<file path="src/sv/array_priority_queue_defines.svh">
// ----------------------------------------------------------------------------
// Assertion macros for the array priority queue
// Clocked on clk, disabled while rst is high.
// ----------------------------------------------------------------------------
`ifndef ARRAY_PRIORITY_QUEUE_DEFINES_SVH
`define ARRAY_PRIORITY_QUEUE_DEFINES_SVH

// Same-cycle implication
`define APQ_ASSERT_SAME(lbl, ante, cons) \
  lbl: assert property (@(posedge clk) disable iff (rst) (ante) |-> (cons)) \
    else $error("apq assertion failed");

// Next-cycle implication
`define APQ_ASSERT_NEXT(lbl, ante, cons) \
  lbl: assert property (@(posedge clk) disable iff (rst) (ante) |=> (cons)) \
    else $error("apq assertion failed");

`endif

</file>
<file path="src/sv/apq_pkg.sv">
// ----------------------------------------------------------------------------
// apq_pkg
// Shared widths, request/response codes and cell types of the priority queue.
// ----------------------------------------------------------------------------
package apq_pkg;

  localparam int DEPTH_DEFAULT = 8;
  localparam int VALUE_W       = 32;
  localparam int PRIO_W        = 16;
  localparam int MODE_W        = 2;
  localparam int STATUS_W      = 2;

  // Request kinds (code 3 is a no-op)
  localparam logic [MODE_W-1:0] MODE_INSERT = 2'd0;
  localparam logic [MODE_W-1:0] MODE_PEEK   = 2'd1;
  localparam logic [MODE_W-1:0] MODE_DELETE = 2'd2;

  // Response status codes
  localparam logic [STATUS_W-1:0] ST_OK    = 2'd0;
  localparam logic [STATUS_W-1:0] ST_FULL  = 2'd1;
  localparam logic [STATUS_W-1:0] ST_EMPTY = 2'd2;

  typedef struct packed {
    logic signed [VALUE_W-1:0] value;
    logic        [PRIO_W-1:0]  prio;
  } entry_t;

  // Broadcast to every cell
  typedef struct packed {
    logic insert;   // sorted insert of the new entry
    logic shift;    // pop head, each cell takes its right neighbor, the tail empties
  } cell_ctrl_t;

endpackage

</file>
<file path="src/sv/apq_req_if.sv">
// ----------------------------------------------------------------------------
// apq_req_if
// Request channel: valid/ready handshake with mode, value and priority.
// ----------------------------------------------------------------------------
interface apq_req_if;
  import apq_pkg::*;

  logic                      valid;
  logic                      ready;
  logic [MODE_W-1:0]         mode;
  logic signed [VALUE_W-1:0] item_value;
  logic [PRIO_W-1:0]         item_priority;

  modport source (output valid, mode, item_value, item_priority, input ready);
  modport sink   (input valid, mode, item_value, item_priority, output ready);
endinterface

</file>
<file path="src/sv/apq_rsp_if.sv">
// ----------------------------------------------------------------------------
// apq_rsp_if
// Response channel: valid/ready handshake with status, value and priority.
// ----------------------------------------------------------------------------
interface apq_rsp_if;
  import apq_pkg::*;

  logic                      valid;
  logic                      ready;
  logic [STATUS_W-1:0]       status;
  logic signed [VALUE_W-1:0] out_value;
  logic [PRIO_W-1:0]         out_priority;

  modport source (output valid, status, out_value, out_priority, input ready);
  modport sink   (input valid, status, out_value, out_priority, output ready);
endinterface

</file>
<file path="src/sv/apq_cell.sv">
// ----------------------------------------------------------------------------
// apq_cell
// One slot of the sorted queue. Holds an entry and an occupied flag, and on
// each insert or pop takes its own, the new, or a neighbor's entry.
// ----------------------------------------------------------------------------
module apq_cell (
  input  logic                clk,
  input  logic                rst,
  input  apq_pkg::cell_ctrl_t ctrl,
  input  apq_pkg::entry_t     new_entry,
  input  apq_pkg::entry_t     left_entry,
  input  logic                left_occ,
  input  logic                left_after,
  input  apq_pkg::entry_t     right_entry,
  input  logic                right_occ,
  output apq_pkg::entry_t     entry,
  output logic                occ,
  output logic                after
);
  import apq_pkg::*;

  // New entry sorts below this one: ties keep arrival order
  assign after = occ && (entry.prio >= new_entry.prio);

  // Occupied flag
  always_ff @(posedge clk) begin
    if (rst) begin
      occ <= 1'b0;
    end else if (ctrl.insert) begin
      occ <= left_occ;
    end else if (ctrl.shift) begin
      occ <= right_occ;
    end
  end

  // Entry payload
  always_ff @(posedge clk) begin
    if (ctrl.insert) begin
      if (!after) begin
        entry <= left_after ? new_entry : left_entry;
      end
    end else if (ctrl.shift) begin
      entry <= right_entry;
    end
  end

endmodule

</file>
<file path="src/sv/array_priority_queue.sv">
// Response: registered, valid in the cycle after its request is taken.
// Throughput: one request per cycle while responses are taken; an insert that
//   finds room or a delete that finds an entry updates the cell chain in the cycle in which it is accepted.
// Reset: rst (synchronous) empties the queue and drops any pending response;
//   no clearing pass is needed, the cells' payload is never read unoccupied.
// ----------------------------------------------------------------------------
// array_priority_queue
// Bounded priority queue built as a chain of sorted cells; the head always
// holds the earliest entry of the highest priority.
// ----------------------------------------------------------------------------
`include "array_priority_queue_defines.svh"

module array_priority_queue #(
  parameter int QUEUE_DEPTH = apq_pkg::DEPTH_DEFAULT
) (
  input  logic      clk,
  input  logic      rst,
  apq_req_if.sink   req,
  apq_rsp_if.source rsp
);
  import apq_pkg::*;

  entry_t                 entries [QUEUE_DEPTH];
  logic [QUEUE_DEPTH-1:0] occ;
  logic [QUEUE_DEPTH-1:0] after;
  cell_ctrl_t             ctrl;
  entry_t                 new_entry;

  logic                      fire;
  logic                      full;
  logic                      empty;
  logic                      rsp_valid;
  logic [STATUS_W-1:0]       rsp_status;
  logic signed [VALUE_W-1:0] rsp_value;
  logic [PRIO_W-1:0]         rsp_prio;

  // Handshake and occupancy
  assign req.ready = !rsp_valid || rsp.ready;
  assign fire      = req.valid && req.ready;
  assign full      = occ[QUEUE_DEPTH-1];
  assign empty     = !occ[0];

  assign new_entry.value = req.item_value;
  assign new_entry.prio  = req.item_priority;

  // Broadcast control
  always_comb begin
    ctrl.insert = fire && (req.mode == MODE_INSERT) && !full;
    ctrl.shift  = fire && (req.mode == MODE_DELETE) && !empty;
  end

  // Cell chain: cell 0 is the head
  for (genvar i = 0; i < QUEUE_DEPTH; i++) begin : g_cell
    entry_t l_entry;
    logic   l_occ;
    logic   l_after;
    entry_t r_entry;
    logic   r_occ;

    if (i == 0) begin : g_head
      assign l_entry = new_entry;
      assign l_occ   = 1'b1;
      assign l_after = 1'b1;
    end else begin : g_body
      assign l_entry = entries[i-1];
      assign l_occ   = occ[i-1];
      assign l_after = after[i-1];
    end

    if (i == QUEUE_DEPTH - 1) begin : g_tail
      assign r_entry = entries[i];
      assign r_occ   = 1'b0;
    end else begin : g_mid
      assign r_entry = entries[i+1];
      assign r_occ   = occ[i+1];
    end

    apq_cell u_cell (
      .clk         (clk),
      .rst         (rst),
      .ctrl        (ctrl),
      .new_entry   (new_entry),
      .left_entry  (l_entry),
      .left_occ    (l_occ),
      .left_after  (l_after),
      .right_entry (r_entry),
      .right_occ   (r_occ),
      .entry       (entries[i]),
      .occ         (occ[i]),
      .after       (after[i])
    );
  end

  // Response valid
  always_ff @(posedge clk) begin
    if (rst) begin
      rsp_valid <= 1'b0;
    end else if (fire) begin
      rsp_valid <= 1'b1;
    end else if (rsp.ready) begin
      rsp_valid <= 1'b0;
    end
  end

  // Response payload, taken from the head before the chain moves
  always_ff @(posedge clk) begin
    if (fire) begin
      rsp_status <= ST_OK;
      rsp_value  <= '0;
      rsp_prio   <= '0;
      case (req.mode)
        MODE_INSERT: begin
          if (full) begin
            rsp_status <= ST_FULL;
          end
        end
        MODE_PEEK: begin
          if (empty) begin
            rsp_status <= ST_EMPTY;
          end else begin
            rsp_prio <= entries[0].prio;
          end
        end
        MODE_DELETE: begin
          if (empty) begin
            rsp_status <= ST_EMPTY;
          end else begin
            rsp_prio  <= entries[0].prio;
            rsp_value <= entries[0].value;
          end
        end
        default: begin
          rsp_status <= ST_OK;
        end
      endcase
    end
  end

  assign rsp.valid        = rsp_valid;
  assign rsp.status       = rsp_status;
  assign rsp.out_value    = rsp_value;
  assign rsp.out_priority = rsp_prio;

  // Checks
  `APQ_ASSERT_SAME(a_occ_prefix, 1'b1, ((occ >> 1) & ~occ) == '0)
  `APQ_ASSERT_SAME(a_head_sorted, occ[1], entries[0].prio >= entries[1].prio)
  `APQ_ASSERT_NEXT(a_insert_grows, ctrl.insert, $countones(occ) == $past($countones(occ)) + 1)
  `APQ_ASSERT_NEXT(a_pop_shrinks, ctrl.shift, $countones(occ) + 1 == $past($countones(occ)))
  `APQ_ASSERT_SAME(a_no_both, 1'b1, !(ctrl.insert && ctrl.shift))

endmodule
</file>
<file path="src/flat_wrapper.sv">
// flat-port wrapper written by rule: the top's interface ports become plain ports
module array_priority_queue_flat import apq_pkg::*;
#(
  parameter int QUEUE_DEPTH = apq_pkg::DEPTH_DEFAULT
)
  (clk, rst, req_valid, req_mode, req_item_value, req_item_priority, req_ready, rsp_valid, rsp_status, rsp_out_value, rsp_out_priority, rsp_ready);
  apq_req_if req_i ();
  apq_rsp_if rsp_i ();
  input  logic clk;
  input  logic rst;
  input wire logic [$bits(req_i.valid)-1:0] req_valid;
  input wire logic [$bits(req_i.mode)-1:0] req_mode;
  input wire logic [$bits(req_i.item_value)-1:0] req_item_value;
  input wire logic [$bits(req_i.item_priority)-1:0] req_item_priority;
  output wire logic [$bits(req_i.ready)-1:0] req_ready;
  output wire logic [$bits(rsp_i.valid)-1:0] rsp_valid;
  output wire logic [$bits(rsp_i.status)-1:0] rsp_status;
  output wire logic [$bits(rsp_i.out_value)-1:0] rsp_out_value;
  output wire logic [$bits(rsp_i.out_priority)-1:0] rsp_out_priority;
  input wire logic [$bits(rsp_i.ready)-1:0] rsp_ready;
  assign req_i.valid = req_valid;
  assign req_i.mode = req_mode;
  assign req_i.item_value = req_item_value;
  assign req_i.item_priority = req_item_priority;
  assign req_ready = req_i.ready;
  assign rsp_valid = rsp_i.valid;
  assign rsp_status = rsp_i.status;
  assign rsp_out_value = rsp_i.out_value;
  assign rsp_out_priority = rsp_i.out_priority;
  assign rsp_i.ready = rsp_ready;
  array_priority_queue #(.QUEUE_DEPTH(QUEUE_DEPTH)) u_core (.clk(clk), .rst(rst), .req(req_i), .rsp(rsp_i));
endmodule
</file>
<file path="config.mk">
export PLATFORM = sky130hd
export DESIGN_NAME = array_priority_queue_flat
export DESIGN_NICKNAME = d
export VERILOG_FILES = /design/src/sv/apq_pkg.sv /design/src/sv/apq_req_if.sv /design/src/sv/apq_rsp_if.sv /design/src/sv/apq_cell.sv /design/src/sv/array_priority_queue.sv /design/src/flat_wrapper.sv
export VERILOG_INCLUDE_DIRS = /design/src /design/src/sv
export SDC_FILE = /design/constraint.sdc
export NUM_CORES = 1
export LEC_CHECK = 0
export ABC_AREA = 1
export BUFFER_PORTS_ARGS = -buffer_cell sky130_fd_sc_hd__buf_2
export CORE_MARGIN = 1
export CORE_UTILIZATION = 40
export DETAILED_ROUTE_END_ITERATION = 6
export GPL_ROUTABILITY_DRIVEN = 0
export SLEW_MARGIN = 5
export SYNTH_ARGS = -nofsm -noshare
export SYNTH_HDL_FRONTEND = slang
export SYNTH_SLANG_ARGS = --single-unit
</file>
<file path="constraint.sdc">
create_clock -name clk -period 7.53 [get_ports clk]
set_input_delay 0.753 -clock clk [delete_from_list [all_inputs] [get_ports clk]]
set_output_delay 0.753 -clock clk [all_outputs]
set_load 0.005 [all_outputs]
</file>
=== Word-level counts from Yosys, hierarchy flattened ===
Cells that the tools add are included.

* Bitwise logic cells: 1
* Eq/ne operators: 9
* Order comparisons: 8
* Reductions and logical operators: 30
* Muxes and demuxes: 49

{| class="wikitable"
|+ Operators by type and width
! kind !! count
|-
| $mux W48 || 28
|-
| $ge A16 B16 Y1 || 8
|-
| $reduce_and A2 Y1 || 10
|-
| $mux W1 || 19
|-
| $ne A2 B2 Y1 const B || 7
|-
| $logic_and A1 B1 Y1 || 13
|-
| $pmux W2 S2 || 1
|-
| $reduce_bool A2 Y1 || 2
|-
| $eq A2 B1 Y1 const B || 1
|-
| $eq A2 B2 Y1 const B || 1
|-
| $logic_not A1 Y1 || 2
|-
| $logic_not A2 Y1 || 1
|-
| $mux W2 || 1
|-
| $reduce_or A2 Y1 || 1
|-
| $logic_or A1 B1 Y1 || 1
|-
| $not A1 Y1 || 1
|}

* Bits of input ports: 54
* Logic and storage cells: 125
* Register bits: 443
* Output and inout port bits: 52

=== Logic depth before layout (Yosys ltp) ===
Gate-level depths: netlist (run 1).

* Depth in word-level cells: 7
* Gate-level depth with buffers: 17
* Gate-level depth less buffers: 15

=== Hierarchy ===
Synthesis (run 1) repeated with hierarchy kept, for this count alone.

* Cells, all modules: 2917
* Area total of the unflattened synthesis: 25410.6 µm²

{| class="wikitable"
|+ Modules (own cells, without submodules)
! module !! times used !! area an instance (µm²) !! seq. area each (µm²) !! cells each
|-
| apq_cell || 8 || 2924.1 || 1461.4 || 343
|-
| array_priority_queue || 1 || 2018.2 || 1521.5 || 173
|}

=== Worst setup path before layout (run 1) ===
OpenSTA, ideal clock, no wires.

* Kind: input-to-reg
* From: input port rsp_ready
* To: register u_core.g_cell[6].u_cell.entry[0] (netlist name), enable pin
* Stages: 8
* Path slack: 1.976 ns
* Buffers on the path: 0
* Data arrival time: 5.072 ns
* Setup time: 0.482 ns
* Required time: 7.048 ns
* Path through: inv_1 -> nand2_1 -> nand2_1 -> inv_1 -> nand3_2 -> nand2_1 -> inv_2 -> a31oi_1

* Longest elaborated chain between the ends: 6
* Elaborated cells between the ends (all ways): 9
* Those cells by class: eq/ne: 1; reduce/logical: 8

{| class="wikitable"
|+ RTL lines
! element !! RTL line !! source
|-
| start, declared || flat_wrapper.sv:20 || <nowiki>input wire logic [$bits(rsp_i.ready)-1:0] rsp_ready;</nowiki>
|-
| $logic_or A1 B1 Y1 * || array_priority_queue.sv:38 || <nowiki>assign req.ready = !rsp_valid || rsp.ready;</nowiki>
|-
| via req_ready || flat_wrapper.sv:15 || <nowiki>output wire logic [$bits(req_i.ready)-1:0] req_ready;</nowiki>
|-
| $logic_and A1 B1 Y1 * || array_priority_queue.sv:39 || <nowiki>assign fire = req.valid && req.ready;</nowiki>
|-
| via u_core.fire || array_priority_queue.sv:29 || <nowiki>logic fire;</nowiki>
|-
| $logic_and A1 B1 Y1, on equally long branches (2 in series) || array_priority_queue.sv:48, array_priority_queue.sv:49 ||
|-
| $ne A2 B2 Y1 (no line) / $reduce_bool A2 Y1 (equally long branches) || n/a ||
|-
| $reduce_and A2 Y1 (no line) * || n/a ||
|-
| end signal, assigned || apq_cell.sv:40 || <nowiki>entry <= left_after ? new_entry : left_entry;</nowiki>
|-
| end signal, assigned || apq_cell.sv:43 || <nowiki>entry <= right_entry;</nowiki>
|-
| end, declared || apq_cell.sv:16 || <nowiki>output apq_pkg::entry_t entry,</nowiki>
|}

The timed path passes the listed nets; every way through them passes the cells marked *.
A chain may end at the register's enable or synchronous reset.

=== Worst setup path after layout (run 1) ===
* From: input port req_item_priority[6]
* To: register u_core.g_cell[3].u_cell.entry[0] (netlist name), data pin

* Longest elaborated chain between the ends: 5

{| class="wikitable"
|+ RTL lines
! element !! RTL line !! source
|-
| start, declared || flat_wrapper.sv:14 || <nowiki>input wire logic [$bits(req_i.item_priority)-1:0] req_item_priority;</nowiki>
|-
| $ge A16 B16 Y1 || apq_cell.sv:23 || <nowiki>assign after = occ && (entry.prio >= new_entry.prio);</nowiki>
|-
| $logic_and A1 B1 Y1 || apq_cell.sv:23 ||
|-
| $mux W48 || apq_cell.sv:40 ||
|-
| $mux W48 || apq_cell.sv:39 || <nowiki>if (!after) begin</nowiki>
|-
| $mux W48 || apq_cell.sv:38 || <nowiki>if (ctrl.insert) begin</nowiki>
|-
| end signal, assigned || apq_cell.sv:40 ||
|-
| end signal, assigned || apq_cell.sv:43 ||
|-
| end, declared || apq_cell.sv:16 ||
|}

No other way between the ends. The select of a mux whose other input is x is not followed.

==> results of run 1 <==
## registers in the layout (all words and copies together), names as in the netlist
register	count
u_core.g_cell.u_cell.entry	384
u_core.g_cell.u_cell.occ	8
u_core.rsp.out_priority	16
u_core.rsp.out_value	32
u_core.rsp.status	2
u_core.rsp.valid	1
## worst paths after layout
check                                                                 start                                          end  slack [ns]  depth (start not counted)
worst min-delay path                                                    rst     u_core.g_cell[0].u_cell.occ$_SDFFE_PP0P_        0.37                          2
worst min register to register  u_core.g_cell[7].u_cell.entry[45]$_DFFE_PP_  u_core.g_cell[6].u_cell.entry[45]$_DFFE_PP_        0.50                          2
worst max register to register   u_core.g_cell[2].u_cell.entry[7]$_DFFE_PP_   u_core.g_cell[3].u_cell.entry[0]$_DFFE_PP_        3.77                         12
worst max-delay path                                   req_item_priority[6]   u_core.g_cell[3].u_cell.entry[0]$_DFFE_PP_        3.42                         16
## logic make-up (layout without fill, tap and decap cells)
logic type / count (synthesis) / in the layout / share of synthesized area (%)
AO/OA/AOI/OAI: 190 / 190 / 3.982
flip-flops: 443 / 443 / 51.79
other: 0 / 1 / 0
buffers and inverters: 575 / 618 / 9.642
AND/OR/NAND/NOR: 1754 / 1754 / 28.95
adder cells (fa/ha/maj): 115 / 115 / 5.640
## report_power, final
part / internal, uW / total, uW / leakage [uW] / switching, uW
clock: 1570 / 2660 / 0.000856 / 1090
sequential: 2810 / 2860 / 0.00411 / 42.6
combinational: 158 / 582 / 0.00832 / 424
## worst reg2reg max path: cells and delay by family, from the launching register on
kind                     cells  cell delay [ns]
AND/OR/NAND/NOR              9             2.09
buffers and inverters        1             0.50
flip-flops                   1             0.42
adder cells (fa/ha/maj)      1             0.31
AO/OA/AOI/OAI                1             0.18
## stage by stage
step / instances / util [%] / setup WS (ns) / total power (uW) / hold WS (ns)
after global placement: 3872 / 42.02 / 2.875 / 3479 / 0.4961
after CTS: 3966 / 44.80 / 3.502 / 6137 / 0.3415
after floorplan: 3077 / - / 1.976 / 3283 / 0.4833
after global routing: 3966 / 44.80 / 3.123 / 6289 / 0.3717
after detailed placement: 3872 / 42.02 / 2.863 / 3486 / 0.5053
final: 3967 / 44.80 / 3.417 / 6100 / 0.3667
## area by class of cell
cell class / count / area, um^2
diodes: 1 / 2.502
clock buffers: 58 / 1323
clock inverters: 36 / 429.2
fillers: 6287 / 34820
inverters: 390 / 1471
multi-input cells: 2059 / 9998
flip-flops and latches: 443 / 13220
well taps: 846 / 1059
repair buffers: 134 / 755.7
## routing by layer
metal,vias up,share of wire (%),routed length [um]
met5,-,0.017,13
li1,10110,-,-
met1,9802,46,34480
met2,754,45,33620
met3,99,7.0,5265
met4,2,2.1,1577
## layout by cell type, fill, tap and decap left out, drive strengths merged, types with 11 or more instances in the layout
cell type  instances
nand2           1069
nand3            596
edfxtp           434
inv              375
buf              134
ha               115
o21ai            112
nor2              75
clkbuf            58
a21oi             47
clkinv            38
o21bai            11
==> impl_metrics.prom, run 1 <==
# TYPE chip_impl_metric gauge
chip_impl_metric{name="drv_slew",unit=""} 0
chip_impl_metric{name="dpl.hpwl",unit="mm"} 41.98
chip_impl_metric{name="finish.instance_area",unit="mm^2"} 0.02826
chip_impl_info{name="critPathCaptureType",value="flip-flop"} 1
chip_impl_metric{name="synth_top_area_share",unit="%"} 51.08
chip_impl_metric{name="total_leakage_power",unit="uW"} 0.01329
chip_impl_metric{name="initial_core_util",unit="%"} 40.45
chip_impl_metric{name="die_height",unit="um"} 254.6
chip_impl_info{name="worstHoldPathType",value="primary input to flip-flop"} 1
chip_impl_metric{name="drc",unit=""} 0
chip_impl_metric{name="groute.layer.met3.usage",unit="%"} 3.368
chip_impl_metric{name="grtUsageMet1",unit="%"} 33.38
chip_impl_metric{name="worst_clock_skew",unit="ns"} 0.01969
chip_impl_metric{name="pin_count",unit=""} 106
chip_impl_metric{name="yosys.cell_types.count",unit=""} 30
chip_impl_metric{name="maxCapViolCount",unit=""} 0
chip_impl_metric{name="core",unit="mm^2"} 0.06308
chip_impl_metric{name="detail_route.wirelength",unit="mm"} 74.95
chip_impl_metric{name="synth-edff-count",unit=""} 434
chip_impl_metric{name="dpl_cell_area",unit="mm^2"} 0.02651
chip_impl_metric{name="timing.critical_path.slowest_cell_delay",unit="ns"} 0.83
chip_impl_info{name="crit_slowest_cell",value="sky130_fd_sc_hd__nand2_2"} 1
chip_impl_metric{name="postCtsSetupBuffers",unit=""} 0
chip_impl_metric{name="timing.critical_path.required",unit="ns"} 7.88
chip_impl_metric{name="worst_path_buffer_plus_inverter_count",unit=""} 4
chip_impl_metric{name="cellPowerDensity",unit="mW/mm^2"} 215.8
chip_impl_metric{name="dieWidth",unit="um"} 254.6
chip_impl_info{name="synth.top_cells.by_count",value="1061 x sky130_fd_sc_hd__nand2_1, 595 x sky130_fd_sc_hd__nand3_1, 434 x sky130_fd_sc_hd__edfxtp_1"} 1
chip_impl_metric{name="finalSetupViolCount",unit=""} 0
chip_impl_info{name="yosys_most_used_dff",value="sky130_fd_sc_hd__edfxtp_1"} 1
chip_impl_info{name="grt-busiest-layer",value="met2"} 1
chip_impl_metric{name="grt_first_pass_wirelength",unit="mm"} 116.6
chip_impl_metric{name="numPortBuffers",unit=""} 105
chip_impl_metric{name="largest_net_degree_at_the_start_of_global_routing",unit=""} 217
chip_impl_metric{name="skew_pair_late_insertion_delay",unit="ns"} 0.61
chip_impl_metric{name="path_max_fanout",unit=""} 26
chip_impl_info{name="worst_setup_path_start_kind",value="primary input"} 1
chip_impl_metric{name="drt_first_iter_violations",unit=""} 1985
chip_impl_metric{name="syn2layout_area_growth",unit="%"} 10.77
chip_impl_metric{name="syn_nets",unit=""} 3246
chip_impl_info{name="run_status",value="finished, final reports clean"} 1
chip_impl_metric{name="vdd_drop_max",unit="uV"} 152.2
chip_impl_metric{name="die_area",unit="mm^2"} 0.06480
chip_impl_info{name="setup_repair_after_global_routing_missed_its_margin",value="false"} 1
chip_impl_metric{name="final-hold-violation-count",unit=""} 0
chip_impl_metric{name="wirelength_per_cell",unit="um"} 18.89
chip_impl_metric{name="ant_nets",unit=""} 0
chip_impl_metric{name="post_synth_inst_count",unit=""} 3077
chip_impl_metric{name="maximum_root_to_sink_buffer_count",unit=""} 3
chip_impl_metric{name="drt_pass1_iterations",unit=""} 7
chip_impl_info{name="timing_worst_setup_path_type",value="primary input to flip-flop"} 1
chip_impl_metric{name="post_cts_resize_count",unit=""} 0
chip_impl_metric{name="h-tree-depth",unit=""} 2
chip_impl_metric{name="antenna_found_initial",unit=""} 1
chip_impl_info{name="crit_path_frequent_cell",value="sky130_fd_sc_hd__nand2_1"} 1
chip_impl_metric{name="synth.cell_area",unit="mm^2"} 0.02551
chip_impl_metric{name="grt_use_met2",unit="%"} 36.52
chip_impl_metric{name="dr_total_vias",unit=""} 20760
chip_impl_info{name="synth.top_cells.by_area",value="sky130_fd_sc_hd__edfxtp_1 51%, sky130_fd_sc_hd__nand2_1 16%, sky130_fd_sc_hd__nand3_1 12%"} 1
chip_impl_metric{name="clkSinkCount",unit=""} 443
chip_impl_metric{name="drive_above_1_share",unit="%"} 8.141
chip_impl_info{name="clock-root-buffer",value="sky130_fd_sc_hd__clkbuf_16"} 1
chip_impl_metric{name="timing.critical_path.arrival",unit="ns"} 4.46
chip_impl_metric{name="cts_made_buffers",unit=""} 50
chip_impl_metric{name="synth_seq_cells",unit=""} 443
chip_impl_metric{name="tightest_slew",unit="ns"} 1.087
chip_impl_metric{name="clk_pin_slew_worst_paths",unit="ns"} 0.06
chip_impl_metric{name="asyncSetResetFlopFracSynth",unit="%"} 0
chip_impl_metric{name="yosys_warnings",unit=""} 0
chip_impl_metric{name="fin_crit",unit="ns"} 4.113
chip_impl_metric{name="setup-tns-final",unit="ns"} 0
chip_impl_info{name="critical-path-top-delay-family",value="simple AND/OR/NAND/NOR gates"} 1
chip_impl_metric{name="min_period_over_period",unit="%"} 54.62
chip_impl_metric{name="holdBufCountCts",unit=""} 0
chip_impl_metric{name="final_net_count",unit=""} 3247
chip_impl_metric{name="timing.fmax",unit="GHz"} 0.2432
chip_impl_info{name="ordered_cell_list_for_the_critical_path",value="buf_2, clkinv_1, ha_1, nand2_1, inv_2, nand2_1, nand2_1, nor2_1, nand2_1, nand3_1, nand2_2, nand2_2, buf_4, nand2_1, nand3_1, nand2_1"} 1
chip_impl_metric{name="avgSynthCellArea",unit="um^2"} 8.292
chip_impl_metric{name="grt_overflow",unit=""} 0
chip_impl_metric{name="row_count",unit=""} 92
chip_impl_info{name="post-synth-top-count-cell",value="sky130_fd_sc_hd__nand2_1"} 1
chip_impl_metric{name="vias_per_cell",unit=""} 5.234
chip_impl_info{name="synthDominantAreaCellType",value="sky130_fd_sc_hd__edfxtp_1"} 1
chip_impl_metric{name="slew-limit-headroom",unit="%"} 27.53
chip_impl_metric{name="grt.total_usage",unit="%"} 23.29
chip_impl_info{name="tritoncts",value="yes"} 1
chip_impl_metric{name="grt_pass1_vias",unit=""} 19680
chip_impl_metric{name="share_of_synthesized_area_occupied_by_flip_flops_and_latches",unit="%"} 51.79
Power figures use the tool's default switching activity.
==> run 2: changes to the inputs <==
clock period = 3.48 ns   (was 7.53 ns; I/O delays follow)
==> run 2 against run 1 <==
Net effect: the run now ends with DRC left; clock power grew 110%; utilization increased by 0.95 points; combinational power grew 130%; worst setup slack lost 2.7 ns; total power up 110%; global-route usage down 0.21 points; critical path type is now flip-flop to flip-flop; highest routed layer is now met4.
==> impl_metrics.prom, run 2 (synthesis gave the netlist of run 1 again) <==
# TYPE chip_impl_metric gauge
chip_impl_metric{name="die_height",unit="um"} 254.6
chip_impl_info{name="clock-root-buffer",value="sky130_fd_sc_hd__clkbuf_16"} 1
chip_impl_metric{name="syn2layout_area_growth",unit="%"} 13.12
chip_impl_metric{name="drv_slew",unit=""} 0
chip_impl_metric{name="detail_route.wirelength",unit="mm"} 74.14
chip_impl_metric{name="drive_above_1_share",unit="%"} 9.360
chip_impl_metric{name="maximum_root_to_sink_buffer_count",unit=""} 3
chip_impl_metric{name="pin_count",unit=""} 106
chip_impl_metric{name="finalSetupViolCount",unit=""} 0
chip_impl_info{name="setup_repair_after_global_routing_missed_its_margin",value="false"} 1
chip_impl_metric{name="fillerInstances",unit=""} 6320
chip_impl_metric{name="area_taken_by_multi_input_logic_gates",unit="mm^2"} 0.009973
chip_impl_metric{name="vdd_drop_max",unit="uV"} 307.2
chip_impl_metric{name="wirelength_per_cell",unit="um"} 18.45
chip_impl_metric{name="worst_clock_skew",unit="ns"} 0.02203
chip_impl_info{name="violations",value="DRC"} 1
chip_impl_metric{name="vias_per_cell",unit=""} 5.238
chip_impl_metric{name="largest_net_degree_at_the_start_of_global_routing",unit=""} 174
chip_impl_info{name="layout.cells.most_common",value="sky130_fd_sc_hd__nand2_1"} 1
chip_impl_metric{name="grt_overflow",unit=""} 0
chip_impl_metric{name="grt_pass1_vias",unit=""} 19710
chip_impl_metric{name="row_count",unit=""} 92
chip_impl_info{name="min_from",value="rsp_ready"} 1
chip_impl_metric{name="setup-tns-final",unit="ns"} 0
chip_impl_metric{name="path_max_fanout",unit=""} 25
chip_impl_metric{name="largest_register_ff_count",unit=""} 384
chip_impl_metric{name="cts_made_buffers",unit=""} 51
chip_impl_metric{name="dieWidth",unit="um"} 254.6
chip_impl_metric{name="post_cts_resize_count",unit=""} 0
chip_impl_metric{name="initial_core_util",unit="%"} 40.45
chip_impl_metric{name="drc",unit=""} 1
chip_impl_metric{name="dpl.hpwl",unit="mm"} 45.23
chip_impl_metric{name="timing.critical_path.required",unit="ns"} 3.82
chip_impl_metric{name="min_period_over_period",unit="%"} 80.74
chip_impl_metric{name="ant_nets",unit=""} 0
chip_impl_metric{name="grt_first_pass_wirelength",unit="mm"} 116.0
chip_impl_metric{name="total_leakage_power",unit="uW"} 0.01359
chip_impl_info{name="critPathCaptureType",value="flip-flop"} 1
chip_impl_info{name="critPathLaunch",value="u_core.g_cell[1].u_cell.entry[15]$_DFFE_PP_"} 1
chip_impl_info{name="run_status",value="complete, but fails checks"} 1
chip_impl_metric{name="slew-limit-headroom",unit="%"} 41.21
chip_impl_info{name="largest-register",value="u_core.g_cell.u_cell.entry"} 1
chip_impl_metric{name="timing.critical_path.arrival",unit="ns"} 3.15
chip_impl_metric{name="tightest_slew",unit="ns"} 0.8818
chip_impl_metric{name="sequential_area",unit="mm^2"} 0.01322
chip_impl_metric{name="antenna_diode_instance_count",unit=""} 0
chip_impl_info{name="worst_setup_path_start_kind",value="flip-flop"} 1
chip_impl_info{name="timing_worst_setup_path_type",value="flip-flop to flip-flop"} 1
chip_impl_metric{name="final-hold-violation-count",unit=""} 0
chip_impl_metric{name="grt.total_usage",unit="%"} 23.08
chip_impl_info{name="tritoncts",value="yes"} 1
chip_impl_metric{name="final_net_count",unit=""} 3302
chip_impl_metric{name="maxCapViolCount",unit=""} 0
chip_impl_metric{name="cellPowerDensity",unit="mW/mm^2"} 450.6
chip_impl_metric{name="drt_first_iter_violations",unit=""} 2220
chip_impl_metric{name="core",unit="mm^2"} 0.06308
chip_impl_metric{name="antenna_found_initial",unit=""} 0
chip_impl_info{name="layout.cells.most_common_list",value="1055 x sky130_fd_sc_hd__nand2_1, 595 x sky130_fd_sc_hd__nand3_1, 434 x sky130_fd_sc_hd__edfxtp_1, 366 x sky130_fd_sc_hd__inv_1, 115 x sky130_fd_sc_hd__ha_1"} 1
chip_impl_metric{name="timing.fmax",unit="GHz"} 0.3559
chip_impl_metric{name="skew_pair_late_insertion_delay",unit="ns"} 0.61
chip_impl_metric{name="die_area",unit="mm^2"} 0.06480
chip_impl_metric{name="clkSinkCount",unit=""} 443
chip_impl_metric{name="fin_crit",unit="ns"} 2.810
chip_impl_info{name="worstHoldPathType",value="primary input to flip-flop"} 1
chip_impl_metric{name="dr_total_vias",unit=""} 21050
chip_impl_metric{name="drt_pass1_iterations",unit=""} 7
chip_impl_info{name="worstReg2RegStart",value="u_core.g_cell[1].u_cell.entry[15]$_DFFE_PP_"} 1
chip_impl_metric{name="report.power.total",unit="uW"} 13000
chip_impl_metric{name="numPortBuffers",unit=""} 105
chip_impl_metric{name="h-tree-depth",unit=""} 2
chip_impl_metric{name="clk_pin_slew_worst_paths",unit="ns"} 0.06
[run 2: per-stage QoR]
step | utilization [%] | setup slack [ns] | hold slack (ns) | cell area (um^2) | instances
floorplan | - | 0.2530 | 0.4171 | 25620 | 3077
global placement | 43.09 | 0.2485 | 0.4969 | 27180 | 3925
detailed placement | 43.09 | 0.1616 | 0.5015 | 27180 | 3925
CTS | 45.75 | 0.7055 | 0.01082 | 28860 | 4019
global route | 45.75 | 0.5187 | 0.06091 | 28860 | 4019
finish | 45.75 | 0.6703 | 0.03677 | 28860 | 4019
[run 2: path summary, 6_finish.rpt]
| kind | slack, ns | end | cells after the start |
|---|---|---|---|
| worst max-delay path | 0.67 | u_core.g_cell[2].u_cell.entry[13]$_DFFE_PP_ | 9 |
| worst min-delay path | 0.04 | u_core.rsp.valid$_SDFFE_PP0P_ | 4 |
| worst max register to register | 0.67 | u_core.g_cell[2].u_cell.entry[13]$_DFFE_PP_ | 9 |
| worst min register to register | 0.52 | u_core.rsp.valid$_SDFFE_PP0P_ | 2 |
[run 2: routing by layer]
layer	vias up	GRT usage [%]	wire [um]
met1	9982	34.16	34280
met4	0	5.287	1385
li1	10240	-	-
met5	-	0	0
met3	85	3.215	5519
met2	745	35.64	32950
[run 2: worst max-delay path, cell delays in order, from the launching register on]
cell and delay (ns):
sky130_fd_sc_hd__edfxtp_1 0.47, sky130_fd_sc_hd__ha_1 0.36, sky130_fd_sc_hd__nand4_1 0.17, sky130_fd_sc_hd__nor3_1 0.34, sky130_fd_sc_hd__nand3_1 0.16, sky130_fd_sc_hd__nand2_2 0.32, sky130_fd_sc_hd__buf_4 0.42, sky130_fd_sc_hd__nand3_1 0.11
sky130_fd_sc_hd__nand3_1 0.12, sky130_fd_sc_hd__nand2_1 0.07
[run 2: final cells by class]
class / instances / area share (%)
clock buffers: 63 / 4.721
multi-input cells: 2059 / 34.56
clock inverters: 30 / 1.062
repair buffers: 188 / 5.072
well taps: 846 / 3.668
flip-flops and latches: 443 / 45.81
inverters: 390 / 5.111
[run 2: repair_timing]
item                                   in CTS  in global routing
endpoints found under the hold margin       3                  0
setup endpoints to repair                   0                  0
hold buffers                                1                  0
setup buffers                               0                  0
[run 2: power by group]
group          switching, uW  total [uW]  leakage (uW)  internal, uW
clock network           2290        5500      0.000816          3210
registers               94.5        6180       0.00411          6090
logic                    921        1320       0.00866           400
